<file path="src/sv/fixed_point_q24_8_alu_unit_defines.svh">
// Assertion macros for the fixed-point ALU, used by fpq_back.
// Needs a clk in the scope of each use, and an rst_n for FPQ_ASSERT.
`ifndef FIXED_POINT_Q24_8_ALU_UNIT_DEFINES_SVH
`define FIXED_POINT_Q24_8_ALU_UNIT_DEFINES_SVH

// Checked while out of reset.
`define FPQ_ASSERT(lbl, prop, msg) \
  lbl: assert property (@(posedge clk) disable iff (!rst_n) prop) else $error(msg);

// Checked on every edge, reset included.
`define FPQ_ASSERT_ALWAYS(lbl, prop, msg) \
  lbl: assert property (@(posedge clk) prop) else $error(msg);

`endif

</file>
<file path="src/sv/fpq_pkg.sv">
// Types and constants for the fixed-point ALU.
// No dependencies.
package fpq_pkg;

  localparam int FRAC_BITS_DEF = 8;
  localparam int WORD_BITS_DEF = 32;
  localparam int OUT_BITS      = 32;

  typedef enum logic [3:0] {
    CMD_ADD      = 4'd0,
    CMD_SUB      = 4'd1,
    CMD_MUL      = 4'd2,
    CMD_DIV      = 4'd3,
    CMD_GT       = 4'd4,
    CMD_LT       = 4'd5,
    CMD_GE       = 4'd6,
    CMD_LE       = 4'd7,
    CMD_NE       = 4'd8,
    CMD_EQ       = 4'd9,
    CMD_MAX      = 4'd10,
    CMD_MIN      = 4'd11,
    CMD_INC      = 4'd12,
    CMD_DEC      = 4'd13,
    CMD_FROM_INT = 4'd14,
    CMD_TO_INT   = 4'd15
  } fpq_cmd_t;

  // Side data that travels with an item through the divider stages.
  typedef struct packed {
    logic                is_div;
    logic                neg_q;
    logic                dz;
    logic                flag;
    logic [OUT_BITS-1:0] res;
  } fpq_side_t;

  typedef struct packed {
    logic [OUT_BITS-1:0] value;
    logic                flag;
    logic                dz;
  } fpq_res_t;

endpackage

</file>
<file path="src/sv/fpq_div_stage.sv">
// One restoring divide step: settles one quotient bit and passes the item on.
// Depends on fpq_pkg.
module fpq_div_stage import fpq_pkg::*; #(
  parameter int WB = WORD_BITS_DEF,
  parameter int DW = WORD_BITS_DEF + FRAC_BITS_DEF
) (
  input  logic          clk,
  input  logic          rst_n,
  input  logic          en,
  input  logic          v_i,
  input  logic [WB-1:0] rem_i,
  input  logic [DW-1:0] nq_i,
  input  logic [WB-1:0] d_i,
  input  fpq_side_t     side_i,
  output logic          v_o,
  output logic [WB-1:0] rem_o,
  output logic [DW-1:0] nq_o,
  output logic [WB-1:0] d_o,
  output fpq_side_t     side_o
);

  logic [WB+1:0] trial;
  logic [WB:0]   shifted;
  logic          ge;

  assign shifted = {rem_i, nq_i[DW-1]};
  assign trial   = {1'b0, shifted} - {2'b00, d_i};
  assign ge      = ~trial[WB+1];

  always_ff @(posedge clk) begin
    if (!rst_n) begin
      v_o <= 1'b0;
    end else if (en) begin
      v_o <= v_i;
    end
  end

  always_ff @(posedge clk) begin
    if (en) begin
      rem_o  <= ge ? trial[WB-1:0] : shifted[WB-1:0];
      nq_o   <= {nq_i[DW-2:0], ge};
      d_o    <= d_i;
      side_o <= side_i;
    end
  end

endmodule

</file>
<file path="config.mk">
export PLATFORM = sky130hd
export DESIGN_NAME = fpq_div_stage
export DESIGN_NICKNAME = d
export VERILOG_FILES = /design/src/sv/fixed_point_q24_8_alu_unit_defines.svh /design/src/sv/fpq_pkg.sv /design/src/sv/fpq_div_stage.sv
export SDC_FILE = /design/constraint.sdc
export NUM_CORES = 1
export LEC_CHECK = 0
export BUFFER_PORTS_ARGS = -buffer_cell sky130_fd_sc_hd__buf_2
export CAP_MARGIN = 20
export CORE_ASPECT_RATIO = 1.75
export CORE_MARGIN = 2
export CORE_UTILIZATION = 30
export CTS_CLUSTER_DIAMETER = 40
export CTS_CLUSTER_SIZE = 8
export DETAILED_ROUTE_END_ITERATION = 8
export GPL_TIMING_DRIVEN = 0
export SYNTH_ARGS = -nofsm -noshare
export SYNTH_HDL_FRONTEND = slang
export SYNTH_SLANG_ARGS = --single-unit
export TNS_END_PERCENT = 100
</file>
<file path="constraint.sdc">
create_clock -name clk -period 3.9 [get_ports clk]
set_input_delay 0.78 -clock clk [delete_from_list [all_inputs] [get_ports clk]]
set_output_delay 0.78 -clock clk [all_outputs]
set_load 0.05 [all_outputs]
</file>
==> metrics list <==
- At the end of the flow the core is filled with cells to 41.4%.
- Maximum number of pins on one net before global-route repair: 80
- Averaged over all synthesized cells, the footprint is roughly 14 µm².
- Dividing the final minimum period by the clock period gives between 90% and 100%.
- Once the clock tree was built, the resizer swapped 0 gates to a different size.
- Number of placed cells counting well taps: slightly above 1,000
- Setup repair after global routing left no endpoint under its margin.
- The startpoint identified for the worst register-to-register timing path is v_o$_SDFFE_PN0P_.
- In this run the standard cell core region covers around 21,000 µm².
- Detailed placement HPWL: between 10 and 15 mm
* Sort of element at the start of the critical path: primary input
* Max-slew violation count: 0
- Counting I/O delays and the setup requirement, the final critical path takes roughly 3.7 ns.
- The worst setup path is captured at a flip-flop.
- Most used cell, CP: sky130_fd_sc_hd__inv_1
- The worst-case IR drop observed on VDD is around 0.0002 V.
* Final Net Count: ~940
* Clock transition time at the flip-flop clock pins of the worst setup and hold paths: about 0.06 ns
* Count of maximum capacitance violations: 0
- Vias after detailed routing: ~4,900
- TritonRoute pass-1 iters: 4
- Portion of synthesized cell area occupied by the leading cell type: between 60 and 70%
- Synth Register Bits: approximately 140
- In this run, CTS created clock tree buffers numbering 17.
- Final wirelength: ~17 mm
* Synth warnings: 0
- At the worst endpoint, the required time is 4.08 ns.
- For this design the static power due to leakage is approximately 4 nW.
- Area growth from synthesis to layout: 36.0%
- In the routed design, unresolved DRC markers number 0.
- I/O Buffers: around 280
* Final weighted congestion in routability-driven placement: between 0.8 and 0.9
- Hold is met by between 0.5 and 0.6 ns.
* Hold path start: v_o$_SDFFE_PN0P_
- Post-synthesis instance area: around 6600 µm²
- The largest individual stage delay along the critical path comes from the cell sky130_fd_sc_hd__a211oi_1.
- Hold-critical path endpoint: v_o$_SDFFE_PN0P_
* End of the worst register-to-register path: v_o$_SDFFE_PN0P_
* DRT iter0 DRCs: 192
- Sum of buffers and inverters on the critical path: 3
* Maximum clock frequency: approximately 270 MHz
- Worst path cell trace: buf_2, inv_1, ha_1, inv_1, fa_1, a211oi_1, o211a_1, o31ai_2, a221o_1, a2111oi_4, o21bai_2, xor2_1, mux2_4
* Result of the run: completed
- Net count of the mapped netlist: 639
* Number of hold-slack violations in the final timing report: 0
* Initial antenna violation count: 1
* CTS tree: yes
* Number of instances in the synthesized netlist: 462
- Wire length of the first global-routing pass: 24.6 mm
- By count the netlist is led by 140 x sky130_fd_sc_hd__edfxtp_1, 40 x sky130_fd_sc_hd__inv_1, 32 x sky130_fd_sc_hd__ha_1.
* Post-DR vias/cell: between 4 and 5
- Htree depth: 4
- The finished layout holds 1,072 standard cells, fillers aside.
- At the later pin of the worst-skew pair, clock insertion delay measures 0.42 ns.
- Filler cell count in the final layout: between 2,000 and 2,500
- The die covers 23,100 µm².
* Category of cells accounting for the largest share of critical-path delay: compound AO/OA/AOI/OAI gates
- Of the cells placed in the final design, the portion with a size suffix greater than 1 is 42.0%.
- After detailed routing, the average wire length per cell comes to about 16 µm.
* Worst hold path depth: 2
* Post-Route Skew: 0 ns
- Across the whole layout, storage elements account for roughly 4200 µm².
- The initial utilization of the core area, before any placement, comes to between 30% and 40%.
* Most area-hungry cell type in the Yosys netlist: sky130_fd_sc_hd__edfxtp_1
- WP data arrival: 3.83 ns
- Measured in cells, the most critical reg-to-reg path has a length of 2.
- The clock passes through at most 2 buffers.
- Async set-or-reset flop fraction in the synthesized netlist: 0%
- Global routing used approximately 14% of the available tracks.
- On the worst path, the slowest cell contributes a delay of between 0.4 and 0.5 ns.
* Final setup fails: 0
- The number of different library cells used by synthesis comes to slightly below 60.
- For this design, the sink count on the clock tree is about 140.
* Sequential fraction of the synthesis area: between 60 and 70%
* Residual overflow from global routing: 0
- Pin placement for this block handled around 290 I/O pins.
- The die is between 100 and 150 µm wide.
* Ratio of total power to cell area: between 500 and 600 nW/µm²
* Library cell used as clock root buffer: sky130_fd_sc_hd__clkbuf_16
- The tightest min-delay check is of the flip-flop to flip-flop type.
- The initialized floorplan defines between 70 and 80 standard-cell rows.
- The count of nets left with antenna violations once routing finished came out at 0.
* Vert. Die Dim: around 200 µm
* Most repeated cell in the gate-level netlist after synthesis: sky130_fd_sc_hd__edfxtp_1
- Reg-to-reg slack, setup: about 3.3 ns
- Max-slew headroom: between 40% and 50%
* Post-CTS Setup Inserts: 0
* CP Class: primary input to flip-flop
- The number of global-route vias before repair came to between 4,000 and 5,000.
- Yosys mapped a number of flops with a built-in enable equal to 140.
* Leading register cell type out of synthesis: sky130_fd_sc_hd__edfxtp_1
- Multi-input logic area: 2130 µm²
- For the pin with the worst max-slew slack, the measured transition is about 0.77 ns.
- Post-cts hold buffer count: 0
* Highest net fanout along the worst path: 4
* Largest cells by area after synthesis: sky130_fd_sc_hd__edfxtp_1 64%, sky130_fd_sc_hd__ha_1 6.1%, sky130_fd_sc_hd__mux2_1 4.5%
how the worst max path moves through the flow:
stage | end | slack (ns) | start | cells after the start
final | rem_o[26]$_DFFE_PP_ | 0.24 | nq_i[39] | 13
after global routing | rem_o[28]$_DFFE_PP_ | 0.14 | nq_i[39] | 13
after CTS | rem_o[26]$_DFFE_PP_ | 0.28 | nq_i[39] | 13
after detailed placement | rem_o[26]$_DFFE_PP_ | -0.21 | nq_i[39] | 13
after global placement | rem_o[26]$_DFFE_PP_ | -0.19 | nq_i[39] | 13
after floorplan | rem_o[26]$_DFFE_PP_ | 0.45 | nq_i[39] | 12
per-stage QoR:
stage / area [µm²] / setup WS (ns) / setup TNS (ns) / power (mW)
after detailed placement: 8370 / -0.207 / -0.473 / 3.12
after floorplan: 6550 / 0.447 / 0 / 2.78
after global placement: 8340 / -0.190 / -0.409 / 3.11
final: 8910 / 0.244 / 0 / 4.54
after global routing: 8900 / 0.143 / 0 / 4.73
after CTS: 8900 / 0.276 / 0 / 4.61
report_power, final:
| group | leakage [nW] | internal [mW] | total, mW | switching [mW] |
|---|---|---|---|---|
| logic | 2.27 | 0.337 | 1.20 | 0.865 |
| registers | 1.38 | 1.85 | 1.88 | 0.0294 |
| clock network | 0.255 | 0.860 | 1.47 | 0.607 |
| total | 3.91 | 3.04 | 4.54 | 1.50 |
routing by layer:
| layer | global-route usage [%] | wire [µm] |
|---|---|---|
| met1 | 13.5 | 5750 |
| met2 | 27.8 | 9770 |
| met3 | 4.31 | 1070 |
| met4 | 7.28 | 521 |
| met5 | 0 | 0 |
cell type report:
type | instances | area share [%]
inverter | 40 | 1.69
clock buffer | 18 | 4.82
clock inverter | 14 | 1.17
sequential | 141 | 47.4
multi-input combinational | 274 | 23.9
antenna | 1 | 0.0281
tap | 292 | 4.10
timing repair buffer | 285 | 16.3
buffer | 7 | 0.534
registers in the layout (all words and copies together) (netlist names):
name,flops
v_o,1
nq_o,40
d_o,32
rem_o,32
side_o,36
cell usage in the layout, fill, tap and decap left out, types with 3 or more instances in the layout:
cell type and instances:
sky130_fd_sc_hd__a211oi_1 4, sky130_fd_sc_hd__a21o_1 9, sky130_fd_sc_hd__a21oi_1 27, sky130_fd_sc_hd__a31oi_1 4
sky130_fd_sc_hd__and2_1 4, sky130_fd_sc_hd__and3_1 10, sky130_fd_sc_hd__buf_2 285, sky130_fd_sc_hd__buf_6 3
sky130_fd_sc_hd__clkbuf_1 3, sky130_fd_sc_hd__clkbuf_16 17, sky130_fd_sc_hd__clkinv_1 6, sky130_fd_sc_hd__clkinv_4 3
sky130_fd_sc_hd__edfxtp_1 140, sky130_fd_sc_hd__ha_1 32, sky130_fd_sc_hd__inv_1 40, sky130_fd_sc_hd__mux2_1 26
sky130_fd_sc_hd__mux2i_1 5, sky130_fd_sc_hd__nand2_1 26, sky130_fd_sc_hd__nand2b_1 3, sky130_fd_sc_hd__nand3_1 5
sky130_fd_sc_hd__nand4_1 3, sky130_fd_sc_hd__nor2_1 15, sky130_fd_sc_hd__nor2b_1 5, sky130_fd_sc_hd__nor3_1 7
sky130_fd_sc_hd__o211ai_1 4, sky130_fd_sc_hd__o21a_1 4, sky130_fd_sc_hd__o21ai_0 11, sky130_fd_sc_hd__o21ai_1 4
sky130_fd_sc_hd__o21bai_1 5, sky130_fd_sc_hd__o31ai_1 4, sky130_fd_sc_hd__xnor2_1 15, sky130_fd_sc_hd__xor2_1 9
worst min-delay path: cells and delay by family, from the launching register on:
kind             cells  cell delay, ns
DFF                  1            0.32
muxes                1            0.06
and+or+nand+nor      1            0.09
logic make-up after synthesis:
logic type,share of synthesized area [%]
fa+ha+maj,6.42
compound gates,10.9
mux,5.64
simple gates,6.34
xor+xnor,3.21
buf+inv,3.02
flops,64.5
Power figures use the tool's default switching activity.
