==> src/sv/fixed_point_q24_8_alu_unit_defines.svh <==
// Assertion macros for the fixed-point ALU, used by fpq_back.
// Needs a clk in the scope of each use, and an rst_n for FPQ_ASSERT.
`ifndef FIXED_POINT_Q24_8_ALU_UNIT_DEFINES_SVH
`define FIXED_POINT_Q24_8_ALU_UNIT_DEFINES_SVH

// Checked while out of reset.
`define FPQ_ASSERT(lbl, prop, msg) \
  lbl: assert property (@(posedge clk) disable iff (!rst_n) prop) else $error(msg);

// Checked on every edge, reset included.
`define FPQ_ASSERT_ALWAYS(lbl, prop, msg) \
  lbl: assert property (@(posedge clk) prop) else $error(msg);

`endif

==> src/sv/fpq_pkg.sv <==
// Types and constants for the fixed-point ALU.
// No dependencies.
package fpq_pkg;

  localparam int FRAC_BITS_DEF = 8;
  localparam int WORD_BITS_DEF = 32;
  localparam int OUT_BITS      = 32;

  typedef enum logic [3:0] {
    CMD_ADD      = 4'd0,
    CMD_SUB      = 4'd1,
    CMD_MUL      = 4'd2,
    CMD_DIV      = 4'd3,
    CMD_GT       = 4'd4,
    CMD_LT       = 4'd5,
    CMD_GE       = 4'd6,
    CMD_LE       = 4'd7,
    CMD_NE       = 4'd8,
    CMD_EQ       = 4'd9,
    CMD_MAX      = 4'd10,
    CMD_MIN      = 4'd11,
    CMD_INC      = 4'd12,
    CMD_DEC      = 4'd13,
    CMD_FROM_INT = 4'd14,
    CMD_TO_INT   = 4'd15
  } fpq_cmd_t;

  // Side data that travels with an item through the divider stages.
  typedef struct packed {
    logic                is_div;
    logic                neg_q;
    logic                dz;
    logic                flag;
    logic [OUT_BITS-1:0] res;
  } fpq_side_t;

  typedef struct packed {
    logic [OUT_BITS-1:0] value;
    logic                flag;
    logic                dz;
  } fpq_res_t;

endpackage

==> src/sv/fpq_out_if.sv <==
// Result channel of the fixed-point ALU.
// Depends on nothing.
interface fpq_out_if;
  logic        valid;
  logic        ready;
  logic [31:0] result_value;
  logic        compare_flag;
  logic        divide_by_zero;

  modport source (output valid, result_value, compare_flag, divide_by_zero, input ready);
  modport sink   (input valid, result_value, compare_flag, divide_by_zero, output ready);
endinterface

==> src/sv/fpq_back.sv <==
// Quotient sign fix, result select, output register and skid stage.
// Depends on fpq_pkg, fpq_out_if and the assertion macros.
`include "fixed_point_q24_8_alu_unit_defines.svh"
module fpq_back import fpq_pkg::*; #(
  parameter int WB = WORD_BITS_DEF,
  parameter int DW = WORD_BITS_DEF + FRAC_BITS_DEF
) (
  input  logic          clk,
  input  logic          rst_n,
  input  logic          v_i,
  input  logic [DW-1:0] q_i,
  input  fpq_side_t     side_i,
  output logic          en,
  fpq_out_if.source     out_ch
);

  logic [DW-1:0] qs;
  logic [WB-1:0] qw;
  fpq_res_t      res_nxt, od_r, sk_r;
  logic          ov_r, sk_v_r, leave;

  assign qs = side_i.neg_q ? DW'(-q_i) : q_i;
  assign qw = qs[WB-1:0];

  always_comb begin
    res_nxt.flag  = side_i.flag;
    res_nxt.dz    = side_i.dz;
    res_nxt.value = side_i.res;
    if (side_i.is_div) begin
      res_nxt.value = side_i.dz ? '0 : OUT_BITS'($signed(qw));
    end
  end

  // The pipeline moves only while the skid stage is free.
  assign en    = ~sk_v_r;
  assign leave = en & v_i;

  always_ff @(posedge clk) begin
    if (!rst_n) begin
      ov_r   <= 1'b0;
      sk_v_r <= 1'b0;
    end else if (!ov_r || out_ch.ready) begin
      if (sk_v_r) begin
        ov_r   <= 1'b1;
        sk_v_r <= 1'b0;
      end else begin
        ov_r <= leave;
      end
    end else if (leave) begin
      sk_v_r <= 1'b1;
    end
  end

  always_ff @(posedge clk) begin
    if (!ov_r || out_ch.ready) begin
      od_r <= sk_v_r ? sk_r : res_nxt;
    end else if (leave) begin
      sk_r <= res_nxt;
    end
  end

  assign out_ch.valid          = ov_r;
  assign out_ch.result_value   = od_r.value;
  assign out_ch.compare_flag   = od_r.flag;
  assign out_ch.divide_by_zero = od_r.dz;

  `FPQ_ASSERT(a_skid_fill, $rose(sk_v_r) |-> $past(ov_r && !out_ch.ready), "skid filled without stall")
  `FPQ_ASSERT(a_skid_out, sk_v_r |-> ov_r, "skid holds an item behind an empty output")
  `FPQ_ASSERT(a_dz_zero, (ov_r && od_r.dz) |-> (od_r.value == '0 && !od_r.flag), "divide by zero not zero")
  `FPQ_ASSERT_ALWAYS(a_rst, !rst_n |=> (!ov_r && !sk_v_r), "output not cleared by reset")

endmodule

==> src/flat_wrapper.sv <==
// flat-port wrapper written by rule: the top's interface ports become plain ports
module fpq_back_flat import fpq_pkg::*;
#(
  parameter int WB = WORD_BITS_DEF,
  parameter int DW = WORD_BITS_DEF + FRAC_BITS_DEF
)
  (clk, rst_n, v_i, q_i, side_i, en, out_ch_valid, out_ch_result_value, out_ch_compare_flag, out_ch_divide_by_zero, out_ch_ready);
  fpq_out_if out_ch_i ();
  input  logic clk;
  input  logic rst_n;
  input  logic v_i;
  input  logic [DW-1:0] q_i;
  input  fpq_side_t side_i;
  output logic en;
  output wire logic [$bits(out_ch_i.valid)-1:0] out_ch_valid;
  output wire logic [$bits(out_ch_i.result_value)-1:0] out_ch_result_value;
  output wire logic [$bits(out_ch_i.compare_flag)-1:0] out_ch_compare_flag;
  output wire logic [$bits(out_ch_i.divide_by_zero)-1:0] out_ch_divide_by_zero;
  input wire logic [$bits(out_ch_i.ready)-1:0] out_ch_ready;
  assign out_ch_valid = out_ch_i.valid;
  assign out_ch_result_value = out_ch_i.result_value;
  assign out_ch_compare_flag = out_ch_i.compare_flag;
  assign out_ch_divide_by_zero = out_ch_i.divide_by_zero;
  assign out_ch_i.ready = out_ch_ready;
  fpq_back #(.WB(WB), .DW(DW)) u_core (.clk(clk), .rst_n(rst_n), .v_i(v_i), .q_i(q_i), .side_i(side_i), .en(en), .out_ch(out_ch_i));
endmodule
==> config.mk <==
export PLATFORM = sky130hd
export DESIGN_NAME = fpq_back_flat
export DESIGN_NICKNAME = d
export VERILOG_FILES = /design/src/sv/fpq_pkg.sv /design/src/sv/fpq_out_if.sv /design/src/sv/fpq_back.sv /design/src/flat_wrapper.sv
export VERILOG_INCLUDE_DIRS = /design/src /design/src/sv
export SDC_FILE = /design/constraint.sdc
export NUM_CORES = 1
export LEC_CHECK = 0
export CORE_MARGIN = 10
export CORE_UTILIZATION = 40
export CTS_BUF_LIST = sky130_fd_sc_hd__clkbuf_4
export CTS_CLUSTER_DIAMETER = 60
export CTS_CLUSTER_SIZE = 12
export DETAILED_ROUTE_END_ITERATION = 16
export DONT_BUFFER_PORTS = 1
export SLEW_MARGIN = 15
export SYNTH_ARGS = -nofsm -noshare
export SYNTH_HDL_FRONTEND = slang
export SYNTH_SLANG_ARGS = --single-unit
==> constraint.sdc <==
create_clock -name clk -period 8.25 [get_ports clk]
set_input_delay 1.2375 -clock clk [delete_from_list [all_inputs] [get_ports clk]]
set_output_delay 1.2375 -clock clk [all_outputs]
set_load 0.02 [all_outputs]
==> flow_summary_export.csv <==
group,metric,value,unit
worst_hold_path,min_path_cells,2,
synthesis,yosysUniqueCellTypes,62,
critical_path,r2r_cells,3,
die,fp.dieW,120.4,um
grt,grtUsageTotal,0.1455,
clock_tree,cts_buffer_depth,2,
die,die_h,120.4,um
run_status,outcome,"completed",
clock_tree,clockRootBuffer,"clkbuf_4",
layout,final_cell_mix,"edfxtp_1 (68), mux2_2 (22), nor2_1 (19)",
layout,final_common_cell,"edfxtp_1",
layout,nFillCells,981,
critical_path,cpMaxStageDelayCell,"or4b_1",
synthesis,syn_avg_cell_area,11.97,um^2
route,drtIter0Drc,185,
grt,grt_max_degree,38,
route,wl_per_cell,22.84,um
layout,final_nets,408,
placed_design,dp_slack,4717,ps
synthesis,synthSimpleGateAreaFrac,0.1457,
synthesis,syn_inst,337,
route,finalWirelength,10650,um
synthesis,synthesis.area,0.004035,mm^2
timing,fmax,322.7,MHz
worst_hold_path,holdCritPathClass,"reg2reg",
clock_tree,clock_sinks,70,
synthesis,synth_fa_ha_area_frac,0.003101,
power,cellLeakagePower,1.429,nW
die,core_area,0.009819,mm^2
synthesis,synth_compound_area_frac,0.1594,
die,dieArea,0.01451,mm^2
job,cap_violations,0,
synthesis,synth_xor_area_frac,0.03907,
route,drcViolationCount,0,
clock_tree,path_clk_slew,110,ps
timing,fin_tns_setup,0,ps
clock_tree,cts_htree_levels,3,
synthesis,synth-edff-count,68,
critical_path,critPathTopFamily,"simple AND/OR/NAND/NOR gates",
synthesis,async_reset_ff_frac,0,
synthesis,synth_area_leaders,"edfxtp_1 (51%), mux2_2 (6.1%), a22o_1 (2.8%)",
timing,clock_skew,10.50,ps
clock_tree,holdBufCountCts,0,
die,pin_count,116,
route,vias_per_cell,5.792,
worst_hold_path,hold_end,"u_core.out_ch.result_value[22]",
synthesis,syn_nets,418,
timing,setup_violations,0,
synthesis,synthMuxAreaShare,0.08372,
critical_path,r2r_start,"u_core.out_ch.valid",
power,p_per_area,178.1,mW/mm^2
critical_path,arrival,3230,ps
grt,grt_overflow,0,
placed_design,place.gp.congestion,0.8076,
critical_path,crit_chain,"inv_1 > ha_1 > or4b_1 > or2_0 > o41ai_2 > mux2i_1 > o311ai_0",
grt,grt_pass1_vias,2738,
placed_design,dp_hpwl,7555,um
synthesis,yosys_warnings,0,
timing,fin_crit,3099,ps
synthesis,ys_ff_latch,70,
timing,period_share,0.3756,
synthesis,synth_flop_cell,"edfxtp_1",
power,ir_drop,0.0001006,V
clock_tree,clock_latency,420,ps
timing,worst_slack,5151,ps
critical_path,startpoint_type,"input port",
synthesis,synth_top_family_by_area,"compound AO/OA/AOI/OAI gates",
synthesis,yosys.area.top_type_share,0.5060,
route,dr.pass1.iters,6,
layout,drive_gt1_frac,0.2018,
timing,worstMarginPinSlew,976.1,ps
route,vias,2699,
critical_path,required,8390,ps
clock_tree,cts_tree,"built",
critical_path,r2r-end,"u_core.sk_r[7]",
clock_tree,cts.repair.resized,0,
clock_tree,cts_buffers,9,
layout,syn2layout_area_growth,4.186,%
placed_design,port_buffers,0,
route,drtAntennaViolNets,0,
die,start_util,0.4109,
critical_path,cp_max_fo,7,
timing,max_slew_margin,0.3493,
critical_path,crit_buf_inv,1,
clock_tree,post-cts-setup-buffers,0,
synthesis,synth_seq_area_share,0.5160,
critical_path,end_kind,"flip-flop",
worst_hold_path,hold_start,"u_core.sk_r[24]",
grt,antenna_found_initial,1,
critical_path,max_stage_delay,600,ps
grt,grt_pass1_wl,16330,um
synthesis,yosysTopAreaCell,"edfxtp_1",
timing,hold_viol,0,
timing,drv_slew,0,
critical_path,r2r_setup_slack,6030,ps
critical_path,criticalPathCategory,"in2reg",
die,num_rows,36,
timing,rsz0062_at_grt,"no",
-- Yosys cell counts, types with 7 or more instances --
cell / number
edfxtp_1: 68
or3_1: 7
mux2i_1: 9
nand2_1: 18
or2_2: 8
xnor2_1: 13
mux2_2: 22
nor3_1: 11
a31oi_1: 7
o21ai_0: 9
nor2_1: 20
inv_1: 10
a22o_1: 13
o41ai_1: 7
clkbuf_1: 13
-- area by class of cell --
| cell class | instances | area [um^2] | area share |
|---|---|---|---|
| inverters | 11 | 41.29 | 0.009821 |
| multi-input cells | 231 | 1749 | 0.4161 |
| repair buffers | 4 | 30.03 | 0.007143 |
| well taps | 133 | 166.4 | 0.03958 |
| diodes | 1 | 2.502 | 0.0005952 |
| clock inverters | 5 | 50.05 | 0.01190 |
| clock buffers | 11 | 82.58 | 0.01964 |
| flip-flops and latches | 70 | 2082 | 0.4952 |
-- where the power goes --
group / switching (mW) / internal, mW / leakage (nW)
sequential: 0.0336 / 0.421 / 0.697
combinational: 0.0412 / 0.0361 / 0.661
clock: 0.120 / 0.0969 / 0.0719
total: 0.195 / 0.554 / 1.43
-- stage by stage --
| step | cells | hold WS [ps] | util | cell area (um^2) | total power, mW |
|---|---|---|---|---|---|
| 6_report | 466 | 549.1 | 0.4281 | 4204 | 0.7485 |
| 5_1_grt | 466 | 573.2 | 0.4281 | 4204 | 0.7843 |
| 4_1_cts | 465 | 552.8 | 0.4279 | 4202 | 0.7581 |
| 3_5_place_dp | 449 | 524.1 | 0.4144 | 4069 | 0.5416 |
| 3_3_place_gp | 449 | 521.6 | 0.4144 | 4069 | 0.5397 |
| 2_1_floorplan | 337 | 506.6 | - | 4035 | 0.5262 |
-- registers in the layout, summed over array words and instances (netlist names) --
| register | count |
|---|---|
| u_core.sk_v_r | 1 |
| u_core.sk_r | 34 |
| u_core.out_ch.valid | 1 |
| u_core.out_ch.compare_flag | 1 |
| u_core.out_ch.divide_by_zero | 1 |
| u_core.out_ch.result_value | 32 |
-- metal layers --
metal,up-vias,share of wire,wire length (um),GRT usage
met5,-,0,0,0
met4,0,0.018,191,0.06109
met3,9,0.072,766,0.05631
met2,81,0.49,5260,0.2332
met1,1316,0.42,4427,0.1707
li1,1293,-,-,-
-- worst max-delay path by stage --
stage,start,slack [ps],endpoint,cells past startpoint
2_1_floorplan,out_ch_ready,3040,u_core.sk_r[0],2
3_3_place_gp,q_i[0],4700,u_core.out_ch.result_value[20],7
3_5_place_dp,q_i[0],4720,u_core.out_ch.result_value[20],7
4_1_cts,q_i[0],5150,u_core.out_ch.result_value[20],7
5_1_grt,q_i[0],5040,u_core.out_ch.result_value[20],7
6_report,q_i[0],5150,u_core.out_ch.result_value[20],7
-- logic make-up (layout without fill, tap and decap cells) --
family          after synthesis  count (layout)
compound gates               78              78
xor+xnor                     18              18
fa+ha+maj                     1               1
buf+inv                      36              31
flops                        70              70
mux                          31              31
other cells                   0               1
simple gates                103             103
-- tightest hold or removal path: stages (launching register included) --
cell and delay [ps]:
edfxtp_1 340, nand2_1 50, o311ai_1 60
Power figures use the tool's default switching activity.
