File: src/sv/fixed_point_q24_8_alu_unit_defines.svh
// Assertion macros for the fixed-point ALU, used by fpq_back.
// Needs a clk in the scope of each use, and an rst_n for FPQ_ASSERT.
`ifndef FIXED_POINT_Q24_8_ALU_UNIT_DEFINES_SVH
`define FIXED_POINT_Q24_8_ALU_UNIT_DEFINES_SVH

// Checked while out of reset.
`define FPQ_ASSERT(lbl, prop, msg) \
  lbl: assert property (@(posedge clk) disable iff (!rst_n) prop) else $error(msg);

// Checked on every edge, reset included.
`define FPQ_ASSERT_ALWAYS(lbl, prop, msg) \
  lbl: assert property (@(posedge clk) prop) else $error(msg);

`endif

File: src/sv/fpq_pkg.sv
// Types and constants for the fixed-point ALU.
// No dependencies.
package fpq_pkg;

  localparam int FRAC_BITS_DEF = 8;
  localparam int WORD_BITS_DEF = 32;
  localparam int OUT_BITS      = 32;

  typedef enum logic [3:0] {
    CMD_ADD      = 4'd0,
    CMD_SUB      = 4'd1,
    CMD_MUL      = 4'd2,
    CMD_DIV      = 4'd3,
    CMD_GT       = 4'd4,
    CMD_LT       = 4'd5,
    CMD_GE       = 4'd6,
    CMD_LE       = 4'd7,
    CMD_NE       = 4'd8,
    CMD_EQ       = 4'd9,
    CMD_MAX      = 4'd10,
    CMD_MIN      = 4'd11,
    CMD_INC      = 4'd12,
    CMD_DEC      = 4'd13,
    CMD_FROM_INT = 4'd14,
    CMD_TO_INT   = 4'd15
  } fpq_cmd_t;

  // Side data that travels with an item through the divider stages.
  typedef struct packed {
    logic                is_div;
    logic                neg_q;
    logic                dz;
    logic                flag;
    logic [OUT_BITS-1:0] res;
  } fpq_side_t;

  typedef struct packed {
    logic [OUT_BITS-1:0] value;
    logic                flag;
    logic                dz;
  } fpq_res_t;

endpackage

File: src/sv/fpq_in_if.sv
// Input channel of the fixed-point ALU: command and two raw operands.
// Depends on nothing.
interface fpq_in_if;
  logic        valid;
  logic        ready;
  logic [3:0]  command;
  logic [31:0] operand_a;
  logic [31:0] operand_b;

  modport source (output valid, command, operand_a, operand_b, input ready);
  modport sink   (input valid, command, operand_a, operand_b, output ready);
endinterface

File: src/sv/fpq_front.sv
// First two stages: decode, simple operations, multiply and divider set-up.
// Depends on fpq_pkg and fpq_in_if.
module fpq_front import fpq_pkg::*; #(
  parameter int FB = FRAC_BITS_DEF,
  parameter int WB = WORD_BITS_DEF,
  parameter int DW = WB + FB
) (
  input  logic          clk,
  input  logic          rst_n,
  input  logic          en,
  fpq_in_if.sink        in_ch,
  output logic          v_o,
  output logic [DW-1:0] nq_o,
  output logic [WB-1:0] d_o,
  output fpq_side_t     side_o
);

  logic signed [WB-1:0]   a, b, r;
  logic [WB-1:0]          abs_a, abs_b;
  fpq_side_t              side_nxt;
  fpq_cmd_t               cmd;

  logic                   v1_r, is_mul1_r;
  logic signed [2*WB-1:0] prod1_r;
  fpq_side_t              side1_r;
  logic [DW-1:0]          nq1_r;
  logic [WB-1:0]          d1_r;
  logic signed [2*WB-1:0] prod_sh;
  logic signed [WB-1:0]   mul_w;
  fpq_side_t              side2_nxt;

  assign in_ch.ready = en;
  assign cmd = fpq_cmd_t'(in_ch.command);
  assign a   = $signed(in_ch.operand_a[WB-1:0]);
  assign b   = $signed(in_ch.operand_b[WB-1:0]);
  assign abs_a = a[WB-1] ? WB'(-a) : WB'(a);
  assign abs_b = b[WB-1] ? WB'(-b) : WB'(b);

  always_comb begin
    r = '0;
    side_nxt = '0;
    case (cmd)
      CMD_ADD:      r = a + b;
      CMD_SUB:      r = a - b;
      CMD_GT:       side_nxt.flag = (a > b);
      CMD_LT:       side_nxt.flag = (a < b);
      CMD_GE:       side_nxt.flag = (a >= b);
      CMD_LE:       side_nxt.flag = (a <= b);
      CMD_NE:       side_nxt.flag = (a != b);
      CMD_EQ:       side_nxt.flag = (a == b);
      CMD_MAX:      r = (a > b) ? a : b;
      CMD_MIN:      r = (a < b) ? a : b;
      CMD_INC:      r = a + WB'(1);
      CMD_DEC:      r = a - WB'(1);
      CMD_FROM_INT: r = a <<< FB;
      CMD_TO_INT:   r = a >>> FB;
      CMD_DIV: begin
        side_nxt.is_div = 1'b1;
        side_nxt.dz     = (b == '0);
        side_nxt.neg_q  = a[WB-1] ^ b[WB-1];
      end
      default:      r = '0;
    endcase
    side_nxt.res = OUT_BITS'(r);
  end

  always_ff @(posedge clk) begin
    if (!rst_n) begin
      v1_r <= 1'b0;
      v_o  <= 1'b0;
    end else if (en) begin
      v1_r <= in_ch.valid;
      v_o  <= v1_r;
    end
  end

  assign prod_sh = prod1_r >>> FB;
  assign mul_w   = prod_sh[WB-1:0];

  // Put the scaled product in place of the result for a multiply
  always_comb begin
    side2_nxt = side1_r;
    if (is_mul1_r) begin
      side2_nxt.res = OUT_BITS'(mul_w);
    end
  end

  always_ff @(posedge clk) begin
    if (en) begin
      is_mul1_r <= (cmd == CMD_MUL);
      prod1_r   <= a * b;
      side1_r   <= side_nxt;
      nq1_r     <= {abs_a, {FB{1'b0}}};
      d1_r      <= abs_b;
      nq_o      <= nq1_r;
      d_o       <= d1_r;
      side_o    <= side2_nxt;
    end
  end

endmodule

File: src/flat_wrapper.sv
// flat-port wrapper written by rule: the top's interface ports become plain ports
module fpq_front_flat import fpq_pkg::*;
#(
  parameter int FB = FRAC_BITS_DEF,
  parameter int WB = WORD_BITS_DEF,
  parameter int DW = WB + FB
)
  (clk, rst_n, en, v_o, nq_o, d_o, side_o, in_ch_valid, in_ch_command, in_ch_operand_a, in_ch_operand_b, in_ch_ready);
  fpq_in_if in_ch_i ();
  input  logic clk;
  input  logic rst_n;
  input  logic en;
  output logic v_o;
  output logic [DW-1:0] nq_o;
  output logic [WB-1:0] d_o;
  output fpq_side_t side_o;
  input wire logic [$bits(in_ch_i.valid)-1:0] in_ch_valid;
  input wire logic [$bits(in_ch_i.command)-1:0] in_ch_command;
  input wire logic [$bits(in_ch_i.operand_a)-1:0] in_ch_operand_a;
  input wire logic [$bits(in_ch_i.operand_b)-1:0] in_ch_operand_b;
  output wire logic [$bits(in_ch_i.ready)-1:0] in_ch_ready;
  assign in_ch_i.valid = in_ch_valid;
  assign in_ch_i.command = in_ch_command;
  assign in_ch_i.operand_a = in_ch_operand_a;
  assign in_ch_i.operand_b = in_ch_operand_b;
  assign in_ch_ready = in_ch_i.ready;
  fpq_front #(.FB(FB), .WB(WB), .DW(DW)) u_core (.clk(clk), .rst_n(rst_n), .en(en), .in_ch(in_ch_i), .v_o(v_o), .nq_o(nq_o), .d_o(d_o), .side_o(side_o));
endmodule
File: config.mk
export PLATFORM = sky130hd
export DESIGN_NAME = fpq_front_flat
export DESIGN_NICKNAME = d
export VERILOG_FILES = /design/src/sv/fixed_point_q24_8_alu_unit_defines.svh /design/src/sv/fpq_pkg.sv /design/src/sv/fpq_in_if.sv /design/src/sv/fpq_front.sv /design/src/flat_wrapper.sv
export SDC_FILE = /design/constraint.sdc
export NUM_CORES = 2
export LEC_CHECK = 0
export BUFFER_PORTS_ARGS = -buffer_cell sky130_fd_sc_hd__buf_2
export CORE_ASPECT_RATIO = 1.4
export CORE_MARGIN = 2
export CORE_UTILIZATION = 46
export DETAILED_ROUTE_END_ITERATION = 7
export PLACE_DENSITY_LB_ADDON = 0.12
export SLEW_MARGIN = 20
export SYNTH_ARGS = -nofsm -noshare
export SYNTH_HDL_FRONTEND = slang
export SYNTH_SLANG_ARGS = --single-unit
File: constraint.sdc
create_clock -name clk -period 13.8 [get_ports clk]
set_input_delay 2.07 -clock clk [delete_from_list [all_inputs] [get_ports clk]]
set_output_delay 2.07 -clock clk [all_outputs]
set_load 0.02 [all_outputs]
==> qor.txt <==
dominant synthesized flop cell -> edfxtp_1
CP required -> 14.13 ns
Metal-1 WL -> 42000 um
Slew Viols, Final -> 0
Clock Path Buffers -> 3
standard cell core area -> 80200 um^2
largest net degree at the start of global routing -> 96
final worst-path cycle share -> 70.7%
compound-cell area share of the yosys netlist -> 7.18%
Hold Path Class -> reg -> reg
post-synth cell types -> 82
routability cong. -> 0.944
IO Port Bufs -> 173
Worst path max stage delay -> 0.76 ns
I/O pins -> 182
Post-CTS Setup Repair Bufs -> 0
synth warn -> 0
Yosys top cell area share -> 34.7%
fmax -> 0.102 GHz
startpoint class of the critical path -> input pin
effective utilization at floorplan -> 46.4%
die area -> 83200 um^2
actual slew at the worst max-slew pin -> 1.04 ns
vias -> 27700
vias per cell -> 5.57
dominant cell type by area after synthesis -> fa_1
post-synthesis simple-gate area fraction -> 15.0%
synth-to-layout area growth -> 7.00%
DRT Pass-1 Iters -> 8
row count -> 123
Fillers -> 7667
Final Hold Viols -> 0
Total GRT Usage -> 29.5%
Worst Path Class, Setup -> in -> reg
post-cts resize count -> 0
vias in the first global route -> 29300
CP Max Fanout -> 36
outcome -> finished, final reports clean
cts bufs inserted -> 25
initial antenna violation count -> 6
final wirelength -> 121000 um
Worst path slowest cell -> buf_2
top post-synthesis cells by area -> fa_1 35%, edfxtp_1 19%, ha_1 8.0%
top routing layer in use -> met5
Post-Syn Area per Cell -> 9.66 um^2
layout cells sized above 1 -> 8.40%
met3 routed WL -> 6930 um
FFs w/ async S/R, synth -> 0%
sequential share of the synthesized area -> 18.9%
worst path arrival time -> 10.09 ns
largest family of logic cells by synthesized area -> adder cells
mean routed wirelength per cell -> 24.3 um
adder-cell share of the synthesized area -> 42.7%
Cell Chain, Critical Path -> buf_2, and2_1, fa_1, fa_1, inv_1, fa_1, fa_1, inv_1, fa_1, ha_1, fa_1, inv_1, fa_1, inv_1, ha_1, a211oi_1, nand4_1, nor3_1, o211ai_1, a21oi_1, o31ai_1, o41a_1, a311oi_1, xnor2_1
chip height -> 340 um
clk slew on worst S/H paths -> 0.07 ns
CTS Hold Bufs -> 0
Max-cap violations -> 0
Critical Path Most Common Cell -> fa_1
CP endpoint kind -> flop
Final setup viols -> 0
TritonCTS clock tree -> done
XOR/XNOR Fraction of Synth Area -> 4.87%
hpwl dp -> 89700 um
Total Neg Setup Slack -> 0 ns
1st-iter DRT viols -> 1768
Final min period -> 9.76 ns
most common cell in the synthesized netlist -> inv_1
unrepaired setup endpoints after global routing -> false
GR Overflow Total -> 0
TritonCTS sink count -> 235
multiplexer share of the synthesized area -> 1.28%
commonest cells in the netlist -> 747 x inv_1, 644 x fa_1, 412 x nand2_1
H-tree lvl count -> 1
DR DRC count -> 0
met2 WL -> 61800 um
clk_skew -> 0.0129 ns
Syn Inst Count -> 3852
Synth Cell Area -> 37200 um^2
CTS Root Buffer Type -> clkbuf_16
Slew Limit Headroom -> 30.9%
first-pass GRT wire length -> 182000 um
ANT nets after route -> 0
Die X-Extent -> 244 um
Post-synth EDFFs -> 233
synthesized flop and latch total -> 235
Clock Latency Late Sink -> 0.59 ns
fin nets -> 4840
## state kept, by name, indices dropped and copies added (netlist names)
name and cells:
u_core.side1_r 36, u_core.side_o 36, u_core.d1_r 32, u_core.d_o 32
u_core.nq1_r 32, u_core.nq_o 32, u_core.prod1_r 32, u_core.is_mul1_r 1
u_core.v1_r 1, u_core.v_o 1
## worst paths after layout
kind | start | end | slack [ns] | cells past startpoint
min reg2reg | u_core.d1_r[28]$_DFFE_PP_ | u_core.d_o[28]$_DFFE_PP_ | 0.42 | 0
max | in_ch_operand_b[3] | u_core.prod1_r[39]$_DFFE_PP_ | 4.04 | 24
max reg2reg | u_core.is_mul1_r$_DFFE_PP_ | u_core.side_o[20]$_DFFE_PP_ | 11.71 | 2
min | u_core.d1_r[28]$_DFFE_PP_ | u_core.d_o[28]$_DFFE_PP_ | 0.42 | 0
## stage by stage
step | utilization [%] | setup WS [ns] | instances | hold slack [ns] | cell area (um^2)
final | 49.6 | 4.04 | 4970 | 0.415 | 39800
after global routing | 49.6 | 3.68 | 4966 | 0.421 | 39800
after CTS | 49.6 | 4.09 | 4966 | 0.416 | 39800
after detailed placement | 48.6 | 3.49 | 4920 | 0.405 | 39000
after global placement | 48.6 | 3.49 | 4920 | 0.400 | 39000
after floorplan | - | 4.64 | 3859 | 0.400 | 37200
## cells by family after synthesis
group | Yosys count
AO/OA/AOI/OAI | 397
XOR/XNOR | 207
adder cells (fa/ha/maj) | 883
buffers and inverters | 982
flip-flops | 235
multiplexers | 43
other | 1
AND/OR/NAND/NOR | 1104
## layout make-up
type | count | area [um^2] | area share [%]
multi-input combinational | 2642 | 26500 | 66.5
sequential | 235 | 7040 | 17.7
inverter | 750 | 2820 | 7.07
tap | 1062 | 1330 | 3.34
timing repair buffer | 231 | 1310 | 3.29
clock buffer | 32 | 662 | 1.66
clock inverter | 14 | 171 | 0.431
antenna | 4 | 10.0 | 0.0251
## layer usage
layer / up-vias / global-route usage (%)
met4: 4 / 19.1
met1: 14200 / 33.1
met2: 1036 / 53.1
met3: 367 / 3.30
li1: 12100 / -
met5: - / 0
## critical path, delay by kind of cell
family,cells,cell delay [ns]
fa+ha+maj,9,4.03
compound gates,6,2.24
xor+xnor,1,0.10
buf+inv,5,0.96
simple gates,3,0.66
## cells in the final DEF (no fill, tap or decap), types with 9 or more instances in the layout
| cell | count |
|---|---|
| and2_1 | 376 |
| a221oi_1 | 15 |
| buf_4 | 58 |
| nor2b_1 | 14 |
| a222oi_1 | 13 |
| a21oi_1 | 82 |
| fa_1 | 644 |
| edfxtp_1 | 233 |
| and3_1 | 12 |
| nand4_1 | 21 |
| inv_1 | 747 |
| ha_1 | 239 |
| a221o_1 | 12 |
| nand3_1 | 40 |
| o21bai_1 | 10 |
| o211ai_1 | 15 |
| nand2_1 | 412 |
| a211oi_1 | 10 |
| a31oi_1 | 16 |
| buf_2 | 172 |
| a21o_1 | 31 |
| or3_1 | 13 |
| nand2b_1 | 26 |
| xnor2_1 | 164 |
| xor2_1 | 43 |
| o21ai_1 | 16 |
| clkbuf_16 | 25 |
| nor3_1 | 28 |
| o21ai_0 | 82 |
| mux2_2 | 33 |
| nor2_1 | 114 |
| mux2i_1 | 9 |
| nor4_1 | 10 |
| o21a_1 | 13 |
| o31ai_1 | 18 |
Power is left out: the tool's default activity adds up to more than one toggle a clock period on the data nets, which glitch-free logic cannot reach.
